**config.mk**
```make
export PLATFORM = sky130hd
export DESIGN_NAME = csrs_seq
export DESIGN_NICKNAME = d
export VERILOG_FILES = /design/src/rtl/csrs_pkg.sv /design/src/rtl/csrs_seq.sv
export SDC_FILE = /design/constraint.sdc
export NUM_CORES = 1
export LEC_CHECK = 0
export ABC_AREA = 0
export BUFFER_PORTS_ARGS = -buffer_cell sky130_fd_sc_hd__buf_2
export CAP_MARGIN = 5
export CORE_MARGIN = 2
export CORE_UTILIZATION = 51
export CTS_CLUSTER_DIAMETER = 40
export DETAILED_ROUTE_END_ITERATION = 8
export PLACE_DENSITY_LB_ADDON = 0.05
export SLEW_MARGIN = 20
export SYNTH_ARGS = -nofsm -noshare
export SYNTH_HDL_FRONTEND = slang
export SYNTH_SLANG_ARGS = --single-unit
```
**constraint.sdc**
```tcl
create_clock -name clk -period 7.05 [get_ports clk]
set_input_delay 0.705 -clock clk [delete_from_list [all_inputs] [get_ports clk]]
set_output_delay 0.705 -clock clk [all_outputs]
set_load 0.01 [all_outputs]
```
**src/rtl/csrs_pkg.sv**
```systemverilog
// ============================================================================
// csrs_pkg - shared types and constants of the cross stencil relaxation sweep
// Value formats, line bank roles, result kinds and the saturating magnitude.
// ============================================================================
package csrs_pkg;

    // grid geometry
    localparam int MAX_GRID   = 256;
    localparam int MIN_GRID   = 6;
    localparam int COL_BITS   = $clog2(MAX_GRID);
    localparam int SIZE_BITS  = 9;

    // sample format, signed Q15.16
    localparam int VALUE_BITS = 32;
    localparam int SUM4_BITS  = VALUE_BITS + 2;
    localparam int SUM8_BITS  = VALUE_BITS + 3;

    // four row banks, one per row modulo four
    localparam int BANKS      = 4;
    localparam int BANK_BITS  = 2;

    typedef logic signed [VALUE_BITS-1:0] value_t;
    typedef logic [VALUE_BITS-2:0]        resid_t;
    typedef logic [COL_BITS-1:0]          pos_t;
    typedef logic [SIZE_BITS-1:0]         size_t;
    typedef logic [BANK_BITS-1:0]         bank_t;

    localparam resid_t SAT_MAX = {(VALUE_BITS-1){1'b1}};

    // role of a bank relative to the row of the incoming sample
    localparam bank_t ROLE_UP2 = 2'd0;   // row r-4, also takes the write of row r
    localparam bank_t ROLE_UP1 = 2'd1;   // row r-3
    localparam bank_t ROLE_CEN = 2'd2;   // row r-2, centre row
    localparam bank_t ROLE_DN1 = 2'd3;   // row r-1

    // result kinds
    localparam logic KIND_CELL     = 1'b0;
    localparam logic KIND_RESIDUAL = 1'b1;

    // per-bank memory request
    typedef struct packed {
        logic   we;
        logic   re;
        pos_t   waddr;
        pos_t   raddr;
        value_t wdata;
    } ram_req_t;

    // control and sample of one accepted word, as it enters the datapath
    typedef struct packed {
        logic   valid;
        bank_t  bank;
        logic   emit;
        logic   ring1;
        logic   last;
        logic   pre;
        pos_t   row;
        pos_t   col;
        value_t x;
    } ctrl_t;

    // what travels with a word down the datapath
    typedef struct packed {
        logic emit;
        logic last;
        pos_t row;
        pos_t col;
    } tag_t;

    // one result word
    typedef struct packed {
        logic   kind;
        pos_t   row;
        pos_t   col;
        value_t value;
    } result_t;

    // |d| saturated to the largest positive value
    function automatic resid_t abs_sat(input logic signed [VALUE_BITS:0] d);
        logic signed [VALUE_BITS:0] mag;
        logic        [VALUE_BITS:0] umag;
        mag  = d[VALUE_BITS] ? -d : d;
        umag = mag;
        if (umag > {2'b00, SAT_MAX})
            return SAT_MAX;
        else
            return umag[VALUE_BITS-2:0];
    endfunction

endpackage

```
**src/rtl/csrs_seq.sv**
```systemverilog
// ============================================================================
// csrs_seq - raster position tracker and bank address generation
// Holds the grid size and the position of the next sample, classifies each
// word and drives the four row banks.
// ============================================================================
module csrs_seq (
    input  logic               clk,
    input  logic               rst_n,
    input  logic               accept,
    input  logic               adv,
    input  csrs_pkg::value_t   x,
    input  logic               cfg_wen,
    input  csrs_pkg::size_t    cfg_wdata,
    output csrs_pkg::ram_req_t req [csrs_pkg::BANKS],
    output csrs_pkg::ctrl_t    p1
);
    import csrs_pkg::*;

    size_t grid_reg;
    pos_t  row_reg, row_next;
    pos_t  col_reg, col_next;
    ctrl_t p1_reg, p1_next;

    size_t n;
    size_t r9, c9;
    pos_t  r, c;
    logic  wrap;
    logic  in_ring, on_ring1, pre, last;
    pos_t  cen_addr, pre_addr;
    size_t pre_diff;

    // effective size, clamped into the supported range
    always_comb
    begin
        if (grid_reg < size_t'(MIN_GRID))
            n = size_t'(MIN_GRID);
        else if (grid_reg > size_t'(MAX_GRID))
            n = size_t'(MAX_GRID);
        else
            n = grid_reg;
    end

    // classify the incoming position
    always_comb
    begin
        wrap = ({1'b0, row_reg} >= n) || ({1'b0, col_reg} >= n);
        r    = wrap ? '0 : row_reg;
        c    = wrap ? '0 : col_reg;
        r9   = {1'b0, r};
        c9   = {1'b0, c};

        in_ring  = (r9 >= 9'd1) && (r9 <= n - 9'd2) && (c9 >= 9'd1) && (c9 <= n - 9'd2);
        on_ring1 = in_ring && ((r9 == 9'd1) || (r9 == n - 9'd2) ||
                               (c9 == 9'd1) || (c9 == n - 9'd2));
        pre      = (c9 >= n - 9'd2);
        last     = (r9 == n - 9'd1) && (c9 == n - 9'd1);

        // centre row is read two columns ahead; the last two columns of a
        // row fetch the first two columns of the next centre row instead
        cen_addr = c + pos_t'(2);
        pre_diff = c9 - (n - 9'd2);
        pre_addr = pre_diff[COL_BITS-1:0];
    end

    // bank requests, by role relative to the current row
    always_comb
    begin
        bank_t role;
        for (int k = 0; k < BANKS; k++)
        begin
            role         = bank_t'(k) - r[BANK_BITS-1:0];
            req[k].re    = accept;
            req[k].we    = accept && (role == ROLE_UP2);
            req[k].waddr = c;
            req[k].wdata = x;
            case (role)
                ROLE_UP2: req[k].raddr = c;
                ROLE_UP1: req[k].raddr = c;
                ROLE_CEN: req[k].raddr = cen_addr;
                ROLE_DN1: req[k].raddr = pre ? pre_addr : c;
                default:  req[k].raddr = c;
            endcase
        end
    end

    // next position
    always_comb
    begin
        row_next = row_reg;
        col_next = col_reg;
        if (cfg_wen)
        begin
            row_next = '0;
            col_next = '0;
        end
        else if (accept)
        begin
            if (last)
            begin
                row_next = '0;
                col_next = '0;
            end
            else if (c9 == n - 9'd1)
            begin
                row_next = r + pos_t'(1);
                col_next = '0;
            end
            else
            begin
                row_next = r;
                col_next = c + pos_t'(1);
            end
        end
    end

    // word entering the datapath, lines up with the bank read data
    always_comb
    begin
        p1_next = p1_reg;
        if (adv)
        begin
            p1_next.valid = accept;
            p1_next.bank  = r[BANK_BITS-1:0];
            p1_next.emit  = (r9 >= 9'd4) && (c9 >= 9'd2) && (c9 <= n - 9'd3);
            p1_next.ring1 = on_ring1;
            p1_next.last  = last;
            p1_next.pre   = pre;
            p1_next.row   = r - pos_t'(2);
            p1_next.col   = c;
            p1_next.x     = x;
        end
    end

    always_ff @(posedge clk or negedge rst_n)
    begin
        if (!rst_n)
        begin
            grid_reg <= size_t'(MAX_GRID);
            row_reg  <= '0;
            col_reg  <= '0;
            p1_reg   <= '0;
        end
        else
        begin
            if (cfg_wen)
            begin
                grid_reg <= cfg_wdata;
            end
            row_reg <= row_next;
            col_reg <= col_next;
            p1_reg  <= p1_next;
        end
    end

    assign p1 = p1_reg;

endmodule

```
# Word-level counts from Yosys, hierarchy flattened
# Index checks and enable logic that the tools add are counted.
classes:
  n_addsub: 12
  n_reduce_logical: 24
  n_lt_le_gt_ge: 12
  n_mux: 17
  eq_ne: 18
op_table:
  columns: ["cell", "n"]
  rows:
  - ["case mux 8 bit (3 select lines)", 4]
  - ["two-way mux 8 bit", 11]
  - ["equality test 8 x 9 -> 1 bit", 4]
  - ["greater-or-equal comparator 8 x 9 -> 1 bit", 3]
  - ["<= comparator 8 x 9 -> 1 bit", 3]
  - ["two-way mux 9 bit", 2]
  - ["subtractor 9 x 2 -> 9 bit (second input constant)", 2]
  - ["adder 8 x 1 -> 8 bit (second input constant)", 2]
  - ["equality test 2 bit (second input constant)", 8]
  - ["equality test 8 x 1 -> 1 bit (second input constant)", 2]
  - ["greater-or-equal comparator 8 x 1 -> 1 bit (second input constant)", 2]
  - ["logical AND 1 bit", 11]
  - ["> comparator 9 bit (second input constant)", 1]
  - ["less-than comparator 9 x 3 -> 1 bit (second input constant)", 1]
  - ["subtractor 9 x 1 -> 9 bit (second input constant)", 1]
  - ["adder 8 x 2 -> 8 bit (second input constant)", 1]
  - ["equality test 2 x 1 -> 1 bit (second input constant)", 4]
  - ["greater-or-equal comparator 8 x 2 -> 1 bit (second input constant)", 1]
  - ["greater-or-equal comparator 8 x 3 -> 1 bit (second input constant)", 1]
  - ["logical NOT 2 bit", 4]
  - ["OR reduction 2 bit", 4]
  - ["subtractor 8 x 2 -> 8 bit (second input constant)", 1]
  - ["subtractor 8 bit", 1]
  - ["logical OR 1 bit", 4]
  - ["other kinds (3)", 5]
totals:
  word_cells: 95
  regBits: 80

# Longest topological paths before layout
logic_depth:
  word_depth: 11
  depth_mapped: 25
  depth_no_buf: 22

# Worst setup path before layout
# OpenSTA, ideal clock, no wires.
synth_path:
  kind: "register to output"
  from: "register grid_reg[3]"
  to: "output req[86] in the netlist's numbering"
  required_ns: 6.345
  path_slack_ns: 0.344
  arrival_time_ns: 6.001
  stages_incl_launch_ff: 26
  path_buffers: 4
  path_cell_list: "dfrtp_1 -> buf_6 -> or4_4 -> or3_1 -> nand2_1 -> inv_1 -> ha_1 -> nand2b_1 -> nand3_1 -> a211o_1 -> a31o_2 -> clkbuf_1 -> and2_1 -> clkbuf_1 -> ha_1 -> nor2b_1 -> o21ai_0 -> a21boi_0 -> o21ai_0 -> a21boi_0 -> o41ai_1 -> nor2b_1 -> buf_1 -> mux2_2 -> a221oi_1 -> a21oi_1"
synth_lines:
  columns: ["item", "line", "source"]
  rows:
  - ["start: declaration", "csrs_seq.sv:19", "size_t grid_reg;"]
  - ["start signal: assignment", "csrs_seq.sv:138", "grid_reg <= size_t'(MAX_GRID);"]
  - ["start signal: assignment", "csrs_seq.sv:147", "grid_reg <= cfg_wdata;"]
  - ["end: declaration", "csrs_seq.sv:14", "output csrs_pkg::ram_req_t req [csrs_pkg::BANKS],"]

==> impl_metrics.toml <==
[setup_path]
r2r_start = "grid_reg[5]$_DFFE_PN0P_"
crit_type = "reg2out"
cp.required_ps = 6340
crit_start = "grid_reg[5]$_DFFE_PN0P_"
cp_max_fo = 11
cpLargestDelayFamily = "compound AO/OA/AOI/OAI gates"
slowest_delay_ps = 600
cp-start-kind = "register"
crit_buf_inv = 4
worstSetupEndpointType = "primary output"
crit_path_cell_trace = "or4_4, or3_1, nand2_2, inv_2, ha_1, nand2b_1, nand3_1, a211o_1, a31o_4, and2_1, ha_1, nor2b_1, o21ai_1, a21boi_1, o21ai_1, a21boi_1, o41ai_2, buf_4, nor2b_1, buf_4, mux2_2, a311o_1, buf_2"
cp.arrival_ps = 5910
crit_slowest_cell = "or4_4"

[cts]
hold_buffers = 0
cts-root-buf = "clkbuf_16"
cts_max_level = 3
clk_latency_ps = 360
cts_tree = "built"
clk_pin_slew_ps = 70
clockBufferDepth = 2
cts_buffers = 9
clock_sinks = 79

[synthesis]
synth.distinct_cells = 78
synth_warnings = 0
ys_seq_elements = 79
seq_area_frac_synth = 0.257
synth_cells = 902
synth_edf_count = 0
synth_ff_type = "dfrtp_1"
syn_nets = 1007
async_flop_share = 1.00
syn_area_mm2 = 0.00770
syn_area_per_cell_um2 = 8.54

[detailed_routing]
wl_per_cell_um = 18.8
firstDrtPassIters = 5
wl_um = 22900
drc = 0
num_vias = 7053
drt_iter0_drc = 552
via_per_inst = 5.78
antenna_left = 0

[sta]
fin_crit_ps = 6610
setup_tns_ps = 0
fmax_mhz = 151
worstMarginPinSlew_ps = 1030
report.final.slew_viol_count = 0
rsz0062_at_grt = "false"
max_slew_margin = 0.307
setup_slack_ps = 438
finalCritPeriodShare = 0.938
skew_ps = 11.1
setup_violations = 0
hold_viol = 0

[power]
comb_power_share = 0.334
switching_share = 0.355
power.net_switching_uw = 529
max-vdd-ir-drop_v = 0.000104
finalPower_mw = 1.49
p_leak_nw = 4.37
power_density_mw_per_mm2 = 174
intPower_uw = 962
seq_power_share = 0.339
pwr-share-clk = 0.327

[global_routing]
gr-total-overflow = 0
grt_pass1_vias = 6454
grt_max_degree = 80
global_route.usage.total = 0.275
grt_pass1_wl_um = 35000
antenna_found_initial = 0

[die]
die_area_mm2 = 0.0161
die_x_um = 127
core_mm2 = 0.0146
rows = 44
ios = 301
floorplan.initialDensity = 0.526
die_y_um = 127

[hold_path]
hold_class = "in2async"

[run_status]
run_status = "complete, no violations"

[finish]
largest_register_ffs = 54
layout_common_cells = "buf_2, dfrtp_1, nor2_1"
post-route-util = 0.586
nFillCells = 1355
fin_nets = 1137
final_common_cell = "buf_2"
syn_to_final_growth_pct = 11.5
drive_gt1_frac = 0.409
diodes = 0

[placement]
place_ws_ps = 483
place_congestion = 0.953
port_buffers = 300
hpwl_um = 17300

[job]
cap_violations = 0
synthesized netlist by cell type (all sizes together) (17+ instances only):
library cell / instances / area (um2)
nor3: 17 / 85.1
buf: 166 / 1220
mux2: 56 / 631
clkbuf: 39 / 146
dfrtp: 78 / 1950
nand3: 22 / 110
nor2: 62 / 243
ha: 58 / 726
inv: 39 / 146
o21ai: 42 / 218
nand2: 60 / 225
a21oi: 41 / 209
xnor2: 22 / 193
power groups by stage:
| stage | Sequential, mW | Clock, mW | Combinational (mW) |
|---|---|---|---|
| final | 0.506 | 0.487 | 0.498 |
| after global routing | 0.511 | 0.519 | 0.543 |
| after CTS | 0.506 | 0.497 | 0.485 |
| after detailed placement | 0.514 | 0 | 0.482 |
| after global placement | 0.513 | 0 | 0.484 |
| after floorplan | 0.516 | 0 | 0.353 |
routing by layer:
layer | wire length (um) | share of wire | track usage
met2 | 10500 | 0.46 | 0.434
met1 | 10100 | 0.44 | 0.376
met4 | 594 | 0.026 | 0.0983
met3 | 1730 | 0.075 | 0.0544
met5 | 0 | 0 | 0
what timing repair did:
action / CTS / global route
endpoints found under the setup margin: 0 / 28
setup buffers: 0 / 5
resized for setup: 0 / 13
layout make-up:
| type | count | area, um2 | share of cell area |
|---|---|---|---|
| timing repair buffer | 324 | 1690 | 0.197 |
| sequential | 79 | 1980 | 0.231 |
| tap | 184 | 230 | 0.0268 |
| inverter | 39 | 146 | 0.0171 |
| clock inverter | 7 | 80.1 | 0.00933 |
| multi-input combinational | 579 | 4240 | 0.493 |
| clock buffer | 9 | 225 | 0.0262 |
final timing paths:
kind	endpoint	slack, ps	cells past startpoint
worst min-delay path	col_reg[2]$_DFFE_PN0P_	370	1
min in group clk	p1[50]$_DFFE_PN0P_	500	2
worst max register to register	row_reg[5]$_DFFE_PN0P_	1730	20
max in group asynchronous	p1[27]$_DFFE_PN0P_	6150	1
worst min register to register	p1[50]$_DFFE_PN0P_	500	2
worst max-delay path	req[133]	440	23
kinds of logic (layout without fill, tap and decap cells):
kind of cell    after synthesis  after routing  synth area share
xor+xnor                     25             25            0.0284
mux                          60             60            0.0871
fa+ha+maj                    60             60            0.0981
flops                        79             79             0.257
simple gates                238            238             0.154
buf+inv                     244            379             0.197
compound gates              196            196             0.178
through the flow:
stage               area [um2]  hold slack, ps  cells
finish                    8580             366   1221
CTS                       8510             502   1216
floorplan                 7700             409    902
global route              8580             436   1221
detailed placement        8210             486   1200
global placement          8210             481   1200
(Power assumes the default switching activity.)
