### config.mk
export PLATFORM = sky130hd
export DESIGN_NAME = csrs_datapath
export DESIGN_NICKNAME = d
export VERILOG_FILES = /design/src/rtl/csrs_pkg.sv /design/src/rtl/csrs_datapath.sv
export SDC_FILE = /design/constraint.sdc
export NUM_CORES = 1
export LEC_CHECK = 0
export BUFFER_PORTS_ARGS = -buffer_cell sky130_fd_sc_hd__buf_2
export CAP_MARGIN = 25
export CORE_ASPECT_RATIO = 0.75
export CORE_MARGIN = 1.5
export CORE_UTILIZATION = 39
export DETAILED_ROUTE_END_ITERATION = 16
export PLACE_DENSITY = 0.53
export SLEW_MARGIN = 20
export SYNTH_ARGS = -nofsm -noshare
export SYNTH_HDL_FRONTEND = slang
export SYNTH_SLANG_ARGS = --single-unit
### constraint.sdc
create_clock -name clk -period 14.2 [get_ports clk]
set_input_delay 4.26 -clock clk [delete_from_list [all_inputs] [get_ports clk]]
set_output_delay 4.26 -clock clk [all_outputs]
set_load 0.02 [all_outputs]
### src/rtl/csrs_pkg.sv
// ============================================================================
// csrs_pkg - shared types and constants of the cross stencil relaxation sweep
// Value formats, line bank roles, result kinds and the saturating magnitude.
// ============================================================================
package csrs_pkg;

    // grid geometry
    localparam int MAX_GRID   = 256;
    localparam int MIN_GRID   = 6;
    localparam int COL_BITS   = $clog2(MAX_GRID);
    localparam int SIZE_BITS  = 9;

    // sample format, signed Q15.16
    localparam int VALUE_BITS = 32;
    localparam int SUM4_BITS  = VALUE_BITS + 2;
    localparam int SUM8_BITS  = VALUE_BITS + 3;

    // four row banks, one per row modulo four
    localparam int BANKS      = 4;
    localparam int BANK_BITS  = 2;

    typedef logic signed [VALUE_BITS-1:0] value_t;
    typedef logic [VALUE_BITS-2:0]        resid_t;
    typedef logic [COL_BITS-1:0]          pos_t;
    typedef logic [SIZE_BITS-1:0]         size_t;
    typedef logic [BANK_BITS-1:0]         bank_t;

    localparam resid_t SAT_MAX = {(VALUE_BITS-1){1'b1}};

    // role of a bank relative to the row of the incoming sample
    localparam bank_t ROLE_UP2 = 2'd0;   // row r-4, also takes the write of row r
    localparam bank_t ROLE_UP1 = 2'd1;   // row r-3
    localparam bank_t ROLE_CEN = 2'd2;   // row r-2, centre row
    localparam bank_t ROLE_DN1 = 2'd3;   // row r-1

    // result kinds
    localparam logic KIND_CELL     = 1'b0;
    localparam logic KIND_RESIDUAL = 1'b1;

    // per-bank memory request
    typedef struct packed {
        logic   we;
        logic   re;
        pos_t   waddr;
        pos_t   raddr;
        value_t wdata;
    } ram_req_t;

    // control and sample of one accepted word, as it enters the datapath
    typedef struct packed {
        logic   valid;
        bank_t  bank;
        logic   emit;
        logic   ring1;
        logic   last;
        logic   pre;
        pos_t   row;
        pos_t   col;
        value_t x;
    } ctrl_t;

    // what travels with a word down the datapath
    typedef struct packed {
        logic emit;
        logic last;
        pos_t row;
        pos_t col;
    } tag_t;

    // one result word
    typedef struct packed {
        logic   kind;
        pos_t   row;
        pos_t   col;
        value_t value;
    } result_t;

    // |d| saturated to the largest positive value
    function automatic resid_t abs_sat(input logic signed [VALUE_BITS:0] d);
        logic signed [VALUE_BITS:0] mag;
        logic        [VALUE_BITS:0] umag;
        mag  = d[VALUE_BITS] ? -d : d;
        umag = mag;
        if (umag > {2'b00, SAT_MAX})
            return SAT_MAX;
        else
            return umag[VALUE_BITS-2:0];
    endfunction

endpackage

### src/rtl/csrs_datapath.sv
// ============================================================================
// csrs_datapath - stencil arithmetic, residual tracking and result register
// Shifts the centre window, sums the cross, shifts by three, forms the
// residuals and keeps the running maximum; the whole pipe moves on adv.
// ============================================================================
module csrs_datapath (
    input  logic              clk,
    input  logic              rst_n,
    input  logic              adv,
    input  logic              cfg_wen,
    input  csrs_pkg::ctrl_t   p1,
    input  csrs_pkg::value_t  rdata [csrs_pkg::BANKS],
    output logic              out_valid,
    output csrs_pkg::result_t result
);
    import csrs_pkg::*;

    typedef logic signed [SUM4_BITS-1:0] sum4_t;
    typedef logic signed [SUM8_BITS-1:0] sum8_t;

    function automatic sum4_t ext4(input value_t a);
        return {{(SUM4_BITS-VALUE_BITS){a[VALUE_BITS-1]}}, a};
    endfunction

    // centre window
    value_t  win_reg [5];

    // stage valids
    logic    p2_valid_reg, p3_valid_reg, p4_valid_reg;
    logic    out_valid_reg;
    resid_t  resmax_reg, resmax_next;

    // stage payloads
    tag_t    p2_tag_reg, p3_tag_reg, p4_tag_reg;
    sum4_t   p2_vsum_reg, p2_hsum_reg;
    value_t  p2_old_reg, p3_old_reg;
    resid_t  p2_ring_reg, p3_ring_reg, p4_ring_reg;
    value_t  p3_nv_reg, p4_nv_reg;
    resid_t  p4_cell_reg;
    result_t out_reg;

    bank_t   bi_up1, bi_cen, bi_dn1;
    value_t  up2, up1, cen, dn1, shift_in;
    sum8_t   sum8;
    resid_t  m3;

    // pick the bank words by role
    always_comb
    begin
        bi_up1   = p1.bank + ROLE_UP1;
        bi_cen   = p1.bank + ROLE_CEN;
        bi_dn1   = p1.bank + ROLE_DN1;
        up2      = rdata[p1.bank];
        up1      = rdata[bi_up1];
        cen      = rdata[bi_cen];
        dn1      = rdata[bi_dn1];
        shift_in = p1.pre ? dn1 : cen;
    end

    // full sum of the cross; the arithmetic shift by three is taken where it is registered
    always_comb
    begin
        sum8 = {p2_vsum_reg[SUM4_BITS-1], p2_vsum_reg} + {p2_hsum_reg[SUM4_BITS-1], p2_hsum_reg};
    end

    // running maximum over this word's residuals
    always_comb
    begin
        m3 = resmax_reg;
        if (p4_cell_reg > m3)
            m3 = p4_cell_reg;
        if (p4_ring_reg > m3)
            m3 = p4_ring_reg;
        resmax_next = resmax_reg;
        if (cfg_wen)
            resmax_next = '0;
        else if (adv && p4_valid_reg)
            resmax_next = p4_tag_reg.last ? '0 : m3;
    end

    // control state
    always_ff @(posedge clk or negedge rst_n)
    begin
        if (!rst_n)
        begin
            p2_valid_reg  <= 1'b0;
            p3_valid_reg  <= 1'b0;
            p4_valid_reg  <= 1'b0;
            out_valid_reg <= 1'b0;
            resmax_reg    <= '0;
            for (int k = 0; k < 5; k++)
            begin
                win_reg[k] <= '0;
            end
        end
        else
        begin
            resmax_reg <= resmax_next;
            if (adv)
            begin
                p2_valid_reg  <= p1.valid;
                p3_valid_reg  <= p2_valid_reg;
                p4_valid_reg  <= p3_valid_reg;
                out_valid_reg <= p4_valid_reg && (p4_tag_reg.emit || p4_tag_reg.last);
                if (p1.valid)
                begin
                    for (int k = 0; k < 4; k++)
                    begin
                        win_reg[k] <= win_reg[k+1];
                    end
                    win_reg[4] <= shift_in;
                end
            end
        end
    end

    // payload pipe
    always_ff @(posedge clk)
    begin
        if (adv)
        begin
            // vertical and horizontal partial sums, old centre value
            p2_tag_reg  <= '{emit: p1.emit, last: p1.last, row: p1.row, col: p1.col};
            p2_vsum_reg <= ext4(up2) + ext4(up1) + ext4(dn1) + ext4(p1.x);
            p2_hsum_reg <= ext4(win_reg[1]) + ext4(win_reg[2]) + ext4(win_reg[4]) + ext4(shift_in);
            p2_old_reg  <= win_reg[3];
            p2_ring_reg <= p1.ring1 ? abs_sat({p1.x[VALUE_BITS-1], p1.x}) : '0;

            // new value, floor of sum over eight
            p3_tag_reg  <= p2_tag_reg;
            p3_nv_reg   <= sum8[SUM8_BITS-1:3];
            p3_old_reg  <= p2_old_reg;
            p3_ring_reg <= p2_ring_reg;

            // interior residual
            p4_tag_reg  <= p3_tag_reg;
            p4_nv_reg   <= p3_nv_reg;
            p4_cell_reg <= p3_tag_reg.emit ?
                           abs_sat({p3_old_reg[VALUE_BITS-1], p3_old_reg} -
                                   {p3_nv_reg[VALUE_BITS-1], p3_nv_reg}) : '0;
            p4_ring_reg <= p3_ring_reg;

            // result word
            if (p4_tag_reg.last)
            begin
                out_reg.kind  <= KIND_RESIDUAL;
                out_reg.row   <= '0;
                out_reg.col   <= '0;
                out_reg.value <= {1'b0, m3};
            end
            else
            begin
                out_reg.kind  <= KIND_CELL;
                out_reg.row   <= p4_tag_reg.row;
                out_reg.col   <= p4_tag_reg.col;
                out_reg.value <= p4_nv_reg;
            end
        end
    end

    assign out_valid = out_valid_reg;
    assign result    = out_reg;

endmodule

; Word-level counts from Yosys, hierarchy flattened
; Cells that the tools add are included.
[word_totals]
elab_cells = 89
in_bits = 187
reg_bits = 586
out_inout_bits = 50
[classes]
bitwise_logic = 4
muxes = 23
n_addsub = 13
order_cmp = 8
reduce_logical = 5
[ops]
columns = operator, n
row1 = $mux 32, 9
row2 = $bmux 32 s2, 4
row3 = $mux 31, 7
row4 = $add 33x32->34, 2
row5 = $add 34x32->34, 2
row6 = $add 32x32->33, 2
row7 = $gt 33x31->1 const B, 2
row8 = $mux 33, 2
row9 = $gt 31x31->1, 2
row10 = $mux 49, 1
row11 = $add 34x34->35, 1
row12 = $neg 32->33, 1
row13 = $neg 33->33, 1
row14 = $sub 32x32->33, 1
row15 = $ge 3x3->1 const B, 4
row16 = $not 2->3, 4
row17 = $add 2x2->2 const B, 2
row18 = $add 2x1->2 const B, 1
row19 = $logic_and 1x1->1, 2
row20 = $reduce_and 2->1, 1
row21 = $reduce_bool 2->1, 1
row22 = $logic_or 1x1->1, 1

; Logic depth before layout (Yosys ltp)
; Gate-level depths: netlist of the first run.
[logic_depth]
word_depth = 8
mapped_depth = 27
depth_no_buf = 25

; Least setup slack after synthesis of the first run
; No wires, ideal clock.
[synth_path]
kind = input port to flip-flop
from = input port p1[53] in the netlist's numbering
to = register p2_vsum_reg[31], data pin
arrival_time_ps = 9786
slack_ps = 4156
required_ps = 13942
stages = 25
path_buffers = 5
setup_ps = 258
path_cell_list = clkbuf_1 -> buf_1 -> clkbuf_1 -> buf_1 -> clkbuf_1 -> mux2i_1 -> nand2_1 -> o21ai_0 -> fa_1 -> inv_1 -> fa_1 -> ha_1 -> inv_1 -> fa_1 -> nor2b_1 -> o21a_1 -> o21ai_0 -> a21oi_1 -> a211o_1 -> o2111ai_1 -> a31oi_1 -> o31ai_1 -> o211ai_1 -> a221o_1 -> xor2_1
[synth_via]
elab_chain_cells = 8
elab_cells_between_ends = 17
cone_classes = add/sub: 5 / mux: 9 / bitwise: 3
[synth_rtl]
columns = element, line
row1 = "start, declared", csrs_datapath.sv:11  ; input csrs_pkg::ctrl_t p1,
row2 = $add 2x1->2, csrs_datapath.sv:50  ; bi_up1 = p1.bank + ROLE_UP1;
row3 = $not 2->3 (not written as such), csrs_datapath.sv:54  ; up1 = rdata[bi_up1];
row4 = $bmux 32 s2, csrs_datapath.sv:54
row5 = $mux 32 (not written as such) (2 in series), csrs_datapath.sv:54
row6 = $add 32x32->33, csrs_datapath.sv:124  ; p2_vsum_reg <= ext4(up2) + ext4(up1) + ext4(dn1) + ext4(p1.x);
row7 = $add 33x32->34 (*), csrs_datapath.sv:124
row8 = $add 34x32->34 (*), csrs_datapath.sv:124
row9 = "end signal, assigned", csrs_datapath.sv:124
row10 = "end, declared", csrs_datapath.sv:35  ; sum4_t p2_vsum_reg, p2_hsum_reg;
; Mark *: on every way between the ends. The rest lies on a longest branch, timed or not. The select of a mux whose other input is x is not followed.
; A chain may end at the register's enable or synchronous reset.

; Worst setup path after layout of the first run
[layout_path]
from = input port p1[52] in the netlist's numbering
to = register p2_vsum_reg[31], data pin
; Same word-level chain as after synthesis.

==> results.sh, run 1 <==
export IMPL_timing_final_crit_period_ns=9.648
export IMPL_p_leak_uw=0.01738
export IMPL_worstSetupPathType="primary input to flop"
export IMPL_avgViaCountPerCell=5.382
export IMPL_synth_edf_count=423
export IMPL_cts_hold_buf=0
export IMPL_grt_antenna_before_repair=16
export IMPL_fin_cells=4812
export IMPL_critPathTopFamily="compound AO/OA/AOI/OAI gates"
export IMPL_clk_pin_slew_worst_paths_ns=0.07
export IMPL_synth_area_per_cell_um2=11.04
export IMPL_seq_area_frac_synth=0.4553
export IMPL_status="complete, no violations"
export IMPL_drcViolationCount=0
export IMPL_largest_register_ffs=128
export IMPL_final_common_cell="edfxtp_1"
export IMPL_finalHoldViolations=0
export IMPL_ys_flop_type="edfxtp_1"
export IMPL_drive_above_1_share=0.1660
export IMPL_synth_cell_type_count=93
export IMPL_rsz0062_at_grt="false"
export IMPL_setup_viol=0
export IMPL_numCtsBuffers=66
export IMPL_chipHeight_um=269.2
export IMPL_crit_path_end_kind="flop"
export IMPL_synth_top_area_frac=0.3446
export IMPL_grt_pass1_wl_mm=156.2
export IMPL_nets=4032
export IMPL_routedWlPerCell_um=21.60
export IMPL_final_max_slew_viol_count=0
export IMPL_routed_wl_mm=103.9
export IMPL_dp_cells=4685
export IMPL_cts_tree="yes"
export IMPL_hpwl_mm=80.51
export IMPL_required_ns=14.57
export IMPL_synth_area_um2=36860
export IMPL_rows=97
export IMPL_vias=25900
export IMPL_cp_common_cell="fa_1"
export IMPL_synth_seq_cells=586
export IMPL_synthesis_nets=3851
export IMPL_initial_core_util=0.3944
export IMPL_cp_cell_sequence="buf_6, buf_4, o21ai_0, fa_1, inv_1, fa_1, ha_1, inv_1, fa_1, nor2b_1, o21a_1, o21ai_0, a21oi_1, a211o_1, o2111ai_1, a31oi_1, o31ai_1, o211ai_1, a221o_1, xor2_1"
export IMPL_cts_root_buf="clkbuf_16"
export IMPL_drt_pass1_iterations=5
export IMPL_io_buffers=236
export IMPL_skew_ns=0.04029
export IMPL_min_path_type="flop to flop"
export IMPL_clockBufferDepth=3
export IMPL_fmax_mhz=103.7
export IMPL_cp_num_buf_inv=4
export IMPL_cp_slowest_cell="buf_4"
export IMPL_grt_pass1_vias=24600
export IMPL_insertion_delay_ns=0.64
export IMPL_worst_pin_slew_ns=1.062
export IMPL_area_delta_synth_final_pct=12.84
export IMPL_cts_resized=0
export IMPL_yosys_top_cells_area="edfxtp_1 34%, dfrtp_1 11%, fa_1 7.1%"
export IMPL_drv_cap=0
export IMPL_slew_headroom=0.2897
export IMPL_critPathMaxStageDelay_ns=0.68
export IMPL_die_area_um2=96370
export IMPL_grt_usage=0.2151
export IMPL_async_flop_share=0.2782
export IMPL_cp_max_fo=112
export IMPL_powerDensity_nw_per_um2=235.5
export IMPL_grt_ovfl_total=0
export IMPL_syn_inst=3338
export IMPL_ir_worst_vdd_mv=0.1190
export IMPL_fin_tns_setup_ns=0
export IMPL_gp_congestion=0.9865
export IMPL_die_w_um=358.0
export IMPL_post_cts_buffers=0
export IMPL_yosys_warnings=0
export IMPL_htree_levels=3
export IMPL_numClockSinks=586
export IMPL_fill_cells=8844
export IMPL_worstPathArrival_ns=10.02
export IMPL_fin_crit_sh=0.6794
export IMPL_final_cell_mix="423 x edfxtp_1, 318 x inv_1, 234 x nand2_1, 231 x buf_2, 226 x o21ai_0"
export IMPL_r2r_slack_ns=7.74
export IMPL_synth_top_area_cell="edfxtp_1"
export IMPL_coreArea_um2=93450
export IMPL_worstSetupStartpointType="primary input"
export IMPL_io_pins=237
export IMPL_grt_max_degree=143
export IMPL_ant_nets=0
export IMPL_drt_initial_drc_count=2276
where the power goes:
| group | switching (uW) | internal (uW) |
|---|---|---|
| combinational | 3010 | 2100 |
| clock | 729 | 1030 |
| sequential | 334 | 2590 |
stage by stage:
stage               hold WS (ns)  utilization  cell area, um^2  power (uW)  setup slack (ns)
floorplan                 0.4003            -            36860        6612             4.156
global placement          0.4005       0.4200            39250        7988             4.039
detailed placement        0.4045       0.4200            39250        8014             4.031
CTS                       0.4046       0.4441            41500        9838             4.665
global route              0.4100       0.4450            41580       10610             4.088
finish                    0.3964       0.4450            41590        9793             4.552
layout make-up:
| class | instances | area [um^2] | share of cell area |
|---|---|---|---|
| well taps | 1237 | 1548 | 0.03722 |
| clock inverters | 37 | 434.2 | 0.01044 |
| multi-input cells | 2287 | 18350 | 0.4412 |
| clock buffers | 84 | 1821 | 0.04377 |
| inverters | 318 | 1194 | 0.02870 |
| flip-flops and latches | 586 | 16780 | 0.4035 |
| diodes | 3 | 7.507 | 0.0001805 |
| repair buffers | 260 | 1455 | 0.03499 |
final timing paths:
path                                 from  depth (start not counted)         endpoint
max in group asynchronous           rst_n                          2      win_reg[87]
setup reg to reg           resmax_reg[24]                         24        result[8]
hold reg to reg            p3_tag_reg[10]                          0   p4_tag_reg[10]
hold / removal             p3_tag_reg[10]                          0   p4_tag_reg[10]
setup / recovery                   p1[52]                         20  p2_vsum_reg[31]
min in group asynchronous           rst_n                          1   resmax_reg[12]
synthesized netlist by cell type (all sizes together) (30+ instances only):
master,number
a211oi,44
a21boi,36
a21o,95
a21oi,183
buf,32
clkbuf,115
dfrtp,163
edfxtp,423
fa,131
ha,195
inv,318
mux2,161
mux2i,97
nand2,235
nand2b,46
nand3,32
nand4,30
nor2,124
nor2b,46
nor3,73
o21a,54
o21ai,242
o221ai,64
o22ai,34
xnor2,80
xor2,74
kinds of logic (layout without fill, tap and decap cells):
kind of cell	Yosys count	after routing	synth area share
AOI/OAI and AO/OA	881	881	0.1582
xor gates and xnor gates	154	154	0.03660
adders and majority gates	326	326	0.1374
buffers and inverters	465	699	0.04824
DFF	586	586	0.4553
muxes	258	258	0.07554
other	0	3	0
and+or+nand+nor	668	668	0.08871
routing by layer:
metal | vias to the layer above | wire length (um) | track usage
met2 | 715 | 41870 | 0.2967
met5 | - | 89 | 0
li1 | 12490 | - | -
met3 | 121 | 8470 | 0.05002
met4 | 14 | 2203 | 0.04919
met1 | 12560 | 51290 | 0.3361
Note: power is estimated with default switching activity, not from simulation.
==> run 2, diff against run 1 <==
clock period = 9.2 ns   (was 14.2 ns; I/O delays follow)
==> results.sh, run 2 (synthesis gave the netlist of run 1 again) <==
export IMPL_cp_max_fo=64
export IMPL_post_cts_buffers=0
export IMPL_cts_tree="yes"
export IMPL_rsz0062_at_grt="false"
export IMPL_area_delta_synth_final_pct=13.18
export IMPL_fin_total_pwr_uw=15240
export IMPL_worst_pin_slew_ns=1.053
export IMPL_gp_congestion=1.028
export IMPL_clockBufferDepth=3
export IMPL_drv_cap=0
export IMPL_numCtsBuffers=67
export IMPL_fin_crit_sh=0.8459
export IMPL_ant_nets=0
export IMPL_io_buffers=236
export IMPL_coreArea_um2=93450
export IMPL_chipHeight_um=269.2
export IMPL_htree_levels=3
export IMPL_cts_root_buf="clkbuf_16"
export IMPL_worstSetupStartpointType="primary input"
export IMPL_setup_viol=0
export IMPL_cts_hold_buf=0
export IMPL_final_cell_mix="423 x edfxtp_1, 318 x inv_1, 234 x nand2_1, 231 x buf_2, 226 x o21ai_0"
export IMPL_place_area_um2=39270
export IMPL_worstPathArrival_ns=8.16
export IMPL_worstSetupPathType="primary input to flop"
export IMPL_initial_core_util=0.3944
export IMPL_required_ns=9.58
export IMPL_min_path_type="flop to flop"
export IMPL_fill_cells=8802
export IMPL_drcViolationCount=0
export IMPL_hpwl_mm=80.24
export IMPL_largest_register_ffs=128
export IMPL_fmax_mhz=128.5
export IMPL_rows=97
export IMPL_grt_pass1_wl_mm=157.4
export IMPL_nets=4033
export IMPL_clk_pin_slew_worst_paths_ns=0.07
export IMPL_numClockSinks=586
export IMPL_stdcell_area_um2=41710
export IMPL_die_w_um=358.0
export IMPL_status="complete, no violations"
export IMPL_grt_antenna_before_repair=24
export IMPL_p_leak_uw=0.01742
export IMPL_avgViaCountPerCell=5.435
export IMPL_timing_final_crit_period_ns=7.783
export IMPL_drt_pass1_iterations=8
export IMPL_die_area_um2=96370
export IMPL_ir_worst_vdd_mv=0.1863
export IMPL_cts_resized=0
export IMPL_vias=26210
export IMPL_insertion_delay_ns=0.64
export IMPL_final_common_cell="edfxtp_1"
export IMPL_slew_headroom=0.2951
export IMPL_routed_wl_mm=103.9
export IMPL_drt_initial_drc_count=2460
export IMPL_grt_pass1_vias=24820
export IMPL_grt_ovfl_total=0
export IMPL_routedWlPerCell_um=21.54
export IMPL_grt_max_degree=170
export IMPL_crit_path_end_kind="flop"
export IMPL_finalHoldViolations=0
export IMPL_final_max_slew_viol_count=0
export IMPL_io_pins=237
export IMPL_grt_usage=0.2160
export IMPL_fin_tns_setup_ns=0
export IMPL_drive_above_1_share=0.1662
export IMPL_powerDensity_nw_per_um2=365.4
export IMPL_skew_ns=0.02487
run 2: critical path, cell delays in order:
cell       delay (ns)
clkbuf_8         0.44
mux2_2           0.41
o21ai_0          0.22
fa_1             0.45
inv_1            0.08
fa_1             0.42
ha_1             0.24
inv_1            0.08
fa_1             0.20
nor2b_1          0.05
o21a_1           0.19
o21ai_0          0.22
a21oi_1          0.17
a211o_1          0.34
o2111ai_1        0.41
a31oi_1          0.18
o31ai_1          0.43
o211ai_1         0.30
a221o_1          0.36
xor2_1           0.15
run 2: path summary, 6_finish.rpt:
check	slack, ns	start	end	depth (start not counted)
hold / removal	0.41	p2_old_reg[9]	p3_old_reg[9]	0
setup / recovery	1.42	p1[53]	p2_vsum_reg[31]	20
hold reg to reg	0.41	p2_old_reg[9]	p3_old_reg[9]	0
max in group asynchronous	5.73	rst_n	win_reg[77]	2
setup reg to reg	2.95	resmax_reg[24]	result[22]	21
min in group asynchronous	2.09	rst_n	resmax_reg[1]	1
run 2: cell type report:
type,instances,area (um^2),share of cell area
antenna,12,30.03,0.0007199
clock buffer,83,1798,0.04310
clock inverter,40,600.6,0.01440
inverter,318,1194,0.02862
multi-input combinational,2287,18340,0.4398
sequential,586,16780,0.4023
tap,1237,1548,0.03710
timing repair buffer,260,1418,0.03399
run 2: metrics by stage:
step / setup slack (ns) / util / hold slack (ns) / instances
finish: 1.417 / 0.4464 / 0.4081 / 4823
global route: 1.093 / 0.4461 / 0.4197 / 4815
CTS: 1.528 / 0.4459 / 0.4063 / 4810
detailed placement: 0.8889 / 0.4202 / 0.4045 / 4687
global placement: 0.9882 / 0.4202 / 0.4006 / 4687
floorplan: 0.6564 / - / 0.4003 / 3338
run 2: metal layers:
metal  track usage  vias up  wire length, um
met4       0.04708       14             2068
met2        0.3009      753            42120
li1              -    12500                -
met1        0.3347    12820            51770
met3       0.05245      127             7857
met5             0        -               86
run 2: report_power, final:
| part | total, uW | switching, uW | leakage (uW) | internal, uW |
|---|---|---|---|---|
| Sequential | 4510 | 516 | 0.00625 | 4000 |
| Clock | 2880 | 1180 | 0.00114 | 1710 |
| Combinational | 7850 | 4630 | 0.0100 | 3220 |
| Total | 15200 | 6320 | 0.0174 | 8930 |
